===== config.mk =====
export PLATFORM = sky130hd
export DESIGN_NAME = ssd_sqrt
export DESIGN_NICKNAME = d
export VERILOG_FILES = /design/src/hdl/ssd_pkg.sv /design/src/hdl/ssd_sqrt.sv
export SDC_FILE = /design/constraint.sdc
export NUM_CORES = 2
export LEC_CHECK = 0
export BUFFER_PORTS_ARGS = -buffer_cell sky130_fd_sc_hd__buf_2
export CAP_MARGIN = 20
export CORE_ASPECT_RATIO = 1.4
export CORE_MARGIN = 4
export CORE_UTILIZATION = 25
export DETAILED_ROUTE_END_ITERATION = 7
export GPL_TIMING_DRIVEN = 1
export PLACE_DENSITY_LB_ADDON = 0.2
export SLEW_MARGIN = 20
export SYNTH_ARGS = -nofsm -noshare
export SYNTH_HDL_FRONTEND = slang
export SYNTH_SLANG_ARGS = --single-unit

===== constraint.sdc =====
create_clock -name i_clk -period 3.3 [get_ports i_clk]
set_input_delay 0.165 -clock i_clk [delete_from_list [all_inputs] [get_ports i_clk]]
set_output_delay 0.165 -clock i_clk [all_outputs]
set_load 0.05 [all_outputs]

===== src/hdl/ssd_pkg.sv =====
// ----------------------------------------------------------------------------
// ssd_pkg
// Shared constants for the 3D segment-to-segment distance pipeline.
// ----------------------------------------------------------------------------
package ssd_pkg;

    localparam int COORD_WIDTH_DEF = 16;

    localparam int PARAM_W   = 17;
    localparam int FRAC_W    = 16;
    localparam int DIST_W    = 25;
    localparam int SQ_IN_W   = 2 * DIST_W;
    localparam int SQ_REM_W  = DIST_W + 3;

    localparam logic [PARAM_W-1:0] ONE_Q16  = PARAM_W'(1) << FRAC_W;
    localparam logic [DIST_W-1:0]  DIST_MAX = {DIST_W{1'b1}};

    localparam int DIV_STAGES  = FRAC_W + 1;
    localparam int SQRT_STAGES = DIST_W;

    // indexes of the dot products in a carried group
    localparam int DOT_A = 0;
    localparam int DOT_B = 1;
    localparam int DOT_C = 2;
    localparam int DOT_D = 3;
    localparam int DOT_E = 4;
    localparam int DOT_N = 5;

endpackage


===== src/hdl/ssd_sqrt.sv =====
// ----------------------------------------------------------------------------
// ssd_sqrt
// Pipelined integer square root, one root bit per stage.
// ----------------------------------------------------------------------------
module ssd_sqrt (
    input  logic                           i_clk,
    input  logic                           i_en,
    input  logic [ssd_pkg::SQ_IN_W-1:0]    i_x,
    output logic [ssd_pkg::DIST_W-1:0]     o_root
);
    import ssd_pkg::*;

    logic [SQ_IN_W-1:0]  r_x    [SQRT_STAGES];
    logic [SQ_REM_W-1:0] r_rem  [SQRT_STAGES];
    logic [DIST_W-1:0]   r_root [SQRT_STAGES];

    for (genvar k = 0; k < SQRT_STAGES; k++) begin : g_step
        logic [SQ_IN_W-1:0]  x_in;
        logic [SQ_REM_W-1:0] rem_in;
        logic [DIST_W-1:0]   root_in;
        logic [SQ_REM_W-1:0] rem_s;
        logic [SQ_REM_W-1:0] trial;
        logic                ge;
        if (k == 0) begin : g_first
            assign x_in    = i_x;
            assign rem_in  = '0;
            assign root_in = '0;
        end else begin : g_next
            assign x_in    = r_x[k-1];
            assign rem_in  = r_rem[k-1];
            assign root_in = r_root[k-1];
        end
        assign rem_s = {rem_in[SQ_REM_W-3:0], x_in[SQ_IN_W-1:SQ_IN_W-2]};
        assign trial = SQ_REM_W'({root_in, 2'b01});
        assign ge    = (rem_s >= trial);
        always_ff @(posedge i_clk) begin
            if (i_en) begin
                r_x[k]    <= x_in << 2;
                r_rem[k]  <= ge ? rem_s - trial : rem_s;
                r_root[k] <= {root_in[DIST_W-2:0], ge};
            end
        end
    end

    assign o_root = r_root[SQRT_STAGES-1];

endmodule


* Yosys cells after proc, flatten, opt, wreduce, memory -nomap -nowiden
Memories as Yosys holds them, arrays and structs flattened. Cells that the tools add are included.
Word-level totals: word-level logic and storage cells 80, memory bits (writable) 2525, register bits 0, output and inout bits 25, memories kept 3
Memories:
- r_x | words 25, width 48, rd ports 24, clocked after memory_dff 0, wr ports 25, line ssd_sqrt.sv:13 | logic [SQ_IN_W-1:0] r_x [SQRT_STAGES];
- r_rem | words 25, width 28, rd ports 24, clocked after memory_dff 0, wr ports 25, line ssd_sqrt.sv:14 | logic [SQ_REM_W-1:0] r_rem [SQRT_STAGES];
- r_root | words 25, width 25, rd ports 25, clocked after memory_dff 0, wr ports 25, line ssd_sqrt.sv:15 | logic [DIST_W-1:0] r_root [SQRT_STAGES];
Cells by class: $add $sub $neg 25, $lt $le $gt $ge 25, muxes and demuxes 27
Operator list (number):
- $mux 28 | 25
- $ge 28x27->1 | 24
- $sub 28x27->28 | 24
- $sub 2x1->3 const B | 1
- $ge 2x1->1 const B | 1
- $mux 1 | 2

* Depth between registers and ports, before layout
An unclocked memory read counts as a cell.
depth after elaboration 3, gate-level depth with buffers 13, mapped depth without buffers 11

* Least setup slack after synthesis
Ideal clock, no wire load.
path kind flip-flop to flip-flop, from memory r_rem[2][28] (netlist name), to memory r_root[18][0], in the netlist r_root[1][50] (data pin), cell stages (with the launch flop) 11, data arrival time 2.856 ns, library setup time 0.264 ns, data required time 3.036 ns, setup slack 0.180 ns, clock period less this slack 3.120 ns, cells stage by stage edfxtp_1 -> ha_1 -> nor2b_1 -> o211ai_1 -> a31oi_1 -> o311a_1 -> o211a_1 -> nor3_1 -> clkbuf_1 -> buf_1 -> inv_1
RTL lines (line):
- start, declared | ssd_sqrt.sv:14
- end, declared | ssd_sqrt.sv:15

==> impl_metrics.csv <==
group,metric,value,unit
timing,relSlewSlack,48.76,%
timing,clock_skew,0.08865,ns
synth,syn-num-nets,5812,
worst_setup_path,worstSetupEndpointType,"flop",
timing,finalHoldViolCount,0,
synth,synth_flop_cell,"edfxtp_1",
timing,period_share,95.44,%
grt,grt-ovfl-total,0,
floorplanning,die_w,456.2,microns
clock_network,clkSinkCount,1514,
worst_setup_path,critical_path_class,"flop to flop",
grt,antenna_found_initial,3,
floorplanning,std_cell_rows,230,
finish,design_area,83790,sq um
synth,synth_edf_count,1514,
floorplanning,start_util,25.09,%
clock_network,cts_tree,"yes",
clock_network,clockBufferDepth,4,
timing,worstMarginPinSlew,0.7635,ns
drt,drtIter0Drc,2068,
drt,drtPass1Iterations,5,
worst_setup_path,reg2reg_slack,0.15,ns
synth,ys_ff_latch,1514,
worst_setup_path,rr_endpoint,"r_rem[2][23]$_DFFE_PP_",
worst_setup_path,start_kind,"flop",
floorplanning,die_y,635.5,microns
run,cap_viol_max_count,0,
drt,wl_per_cell,15.83,microns
clock_network,cts_htree_levels,4,
synth,syn_avg_cell_area,13.00,sq um
worst_setup_path,critPathArrivalTime,3.67,ns
placed_design,dpl_cell_area,77140,sq um
timing,slew_viol_final,0,
synth,yosysWarnings,0,
worst_setup_path,r2r_cells,10,
clock_network,insertion_delay,0.85,ns
floorplanning,core_area,280300,sq um
finish,nNetsFinal,6281,
drt,vias_per_cell,4.336,
drt,ant_nets,0,
timing,finalSetupViolCount,0,
hold_path,min_to,"r_x[0][41]$_DFFE_PP_",
finish,drive_gt1_share,11.32,%
drt,drc,0,
floorplanning,dieArea,289900,sq um
drt,totalWireLength,153900,microns
synth,synth_area_leader_cell,"edfxtp_1",
clock_network,cts_buffers,176,
clock_network,cts_root_buffer,"clkbuf_16",
pwr,p_total,55.88,mW
synth,synth.distinct_cells,83,
placed_design,gp_congestion,0.8671,
worst_setup_path,critPathRequiredTime,3.82,ns
pwr,peakVddDrop,0.4474,mV
grt,grt_pass1_wl,241800,microns
placed_design,portBuffers,76,
grt,track_usage,10.39,%
pwr,cellLeakagePower,31.43,nW
grt,grt_pass1_vias,44290,
synth,synth_cells,5408,
drt,num_vias,42170,
timing,fmax,317.5,MHz
timing,finalCriticalPeriod,3.149,ns
synth,synthesis.area,70320,sq um
synth,synth_top_cell_area_share,64.66,%
synth,synth_area_leaders,"edfxtp_1 65%, ha_1 6.3%, xnor2_1 3.3%",
placed_design,place_ws,-0.09750,ns
hold_path,hold_path_class,"input port to flop",
synth,async_flop_share,0,%
pwr,power_density,666.9,nW/um^2
floorplanning,io_pins,77,
hold_path,holdPathStages,2,
synth,synth-seq-area-share,64.66,%
placed_design,hpwl,114700,microns
grt,grt_start_max_net_pins,90,
worst_setup_path,startpoint,"r_rem[1][199]$_DFFE_PP_",
worst_setup_path,reg2reg_from,"r_rem[1][199]$_DFFE_PP_",
clock_network,clk_pin_slew_worst_paths,0.06,ns
worst_setup_path,worstPathMaxFanout,4,
finish,layout-area-overhead-vs-synth,19.16,%
hold_path,hp-start,"i_x[41]",
timing,setup_ws,0.1506,ns
run_status,status,"completed",
worst max-delay path by stage:
| stage | endpoint | slack (ns) | cells past startpoint |
|---|---|---|---|
| floorplan | r_root[1][50]$_DFFE_PP_ | 0.18 | 10 |
| global placement | r_rem[2][192]$_DFFE_PP_ | -0.12 | 10 |
| detailed placement | r_rem[1][180]$_DFFE_PP_ | -0.1 | 10 |
| CTS | r_rem[2][102]$_DFFE_PP_ | 0.01 | 11 |
| global route | r_rem[1][50]$_DFFE_PP_ | -0.03 | 11 |
| finish | r_rem[2][23]$_DFFE_PP_ | 0.15 | 10 |
critical path, stage by stage (launching register included):
cell and delay (ns):
edfxtp_1 0.41, ha_1 0.36, a21o_1 0.21, a21o_1 0.20, o21ai_0 0.29, buf_4 0.17
a31oi_1 0.16, a21o_1 0.24, a211o_1 0.33, or3_1 0.36, xnor2_1 0.13
cell usage in the layout (no fill, tap or decap), types with 22 or more instances in the layout:
| cell | count |
|---|---|
| o31ai_1 | 27 |
| nand2_1 | 391 |
| xor2_1 | 219 |
| mux2_2 | 49 |
| a21o_1 | 114 |
| buf_4 | 200 |
| nor2_1 | 312 |
| nor4_1 | 60 |
| nand2b_1 | 62 |
| o21ai_0 | 307 |
| clkinv_2 | 24 |
| nor2b_1 | 46 |
| inv_1 | 436 |
| or3_1 | 53 |
| edfxtp_1 | 1514 |
| a21oi_1 | 316 |
| nand3_1 | 97 |
| buf_2 | 75 |
| nand4_1 | 58 |
| or4_1 | 30 |
| or2_2 | 31 |
| and3_1 | 30 |
| nor3_1 | 120 |
| a211oi_1 | 24 |
| dlygate4sd3_1 | 74 |
| bufinv_16 | 24 |
| buf_12 | 31 |
| clkbuf_1 | 34 |
| a31oi_1 | 30 |
| ha_1 | 350 |
| clkinv_1 | 34 |
| clkbuf_16 | 180 |
| o21a_1 | 70 |
| xnor2_1 | 267 |
| nand3b_1 | 22 |
flip-flops by register name, indices dropped and copies added (netlist names):
register,flops
r_x,600
r_rem,589
r_root,325
what timing repair did:
item,CTS,global route
setup endpoints to repair,19,103
buffers inserted,1,1
pin swaps,0,2
endpoints found under the hold margin,89,0
resized for setup,4,27
hold buffers,74,0
stage by stage:
stage          setup TNS [ns]  cells  util (%)  hold slack (ns)
6_report                    0   9724     29.89          0.08430
3_3_place_gp          -0.9380   9335     27.52           0.3422
2_1_floorplan               0   5408         -           0.2639
5_1_grt              -0.03229   9722     29.89          0.02234
4_1_cts                     0   9720     29.84         0.001217
3_5_place_dp          -0.9292   9335     27.52           0.3431
where the power goes:
part	total (mW)	switching (mW)	internal [mW]	leakage [nW]
clock network	19.6	7.73	11.8	2.78
logic	10.7	5.97	4.70	14.1
registers	25.7	1.41	24.2	14.5
cells by family (layout without fill, tap and decap cells):
group	Yosys count	in the layout	synth area share, %
flip-flops	1514	1514	64.66
adder cells (fa/ha/maj)	352	352	6.263
multiplexers	57	57	0.8986
buffers and inverters	528	1129	2.838
other	1	4	0.005333
XOR/XNOR	486	486	6.053
AO/OA/AOI/OAI	1063	1063	9.299
AND/OR/NAND/NOR	1407	1407	9.986
metal layers:
metal	wire length, microns	share of wire [%]	track usage, %
met5	13	0.0084	0
met4	8318	5.4	5.308
met3	4804	3.1	1.664
met2	89140	58	21.58
met1	51670	34	9.410
final cells by class:
cell class                      instances  area [sq um]
Fill cell                           28290        196500
Sequential cell                      1514         45460
Clock inverter                         96          1109
Inverter                              439          1648
Timing Repair Buffer                  380          3238
Antenna cell                            3         7.507
Clock buffer                          214          4632
Multi-Input combinational cell       3366         23040
Tap cell                             3712          4644
cell usage after synthesis, types with 7 or more instances:
library cell,number
or3_1,53
a2111oi_0,7
nand4_1,58
nor3_1,124
a21boi_0,14
nand4b_1,14
o2111ai_1,9
mux2_2,49
a311oi_1,7
inv_1,437
nand2_1,391
a211oi_1,27
nand2b_1,62
o21ai_0,312
and3_1,30
a31oi_1,32
o21a_1,70
xor2_1,219
nand3_1,97
nor2_1,313
a21oi_1,317
ha_1,352
nor3b_1,15
a211o_1,8
nor4_1,66
nor2b_1,46
o211a_1,7
xnor2_1,267
clkbuf_1,77
and4_1,9
o211ai_1,20
o31ai_1,28
edfxtp_1,1514
and2_1,19
or2_2,31
nand3b_1,22
o21bai_1,20
or4_1,30
a21o_1,114
o22ai_1,8
mux2i_1,8
o311ai_0,9
No activity file was read; power rests on OpenSTA's default activity.
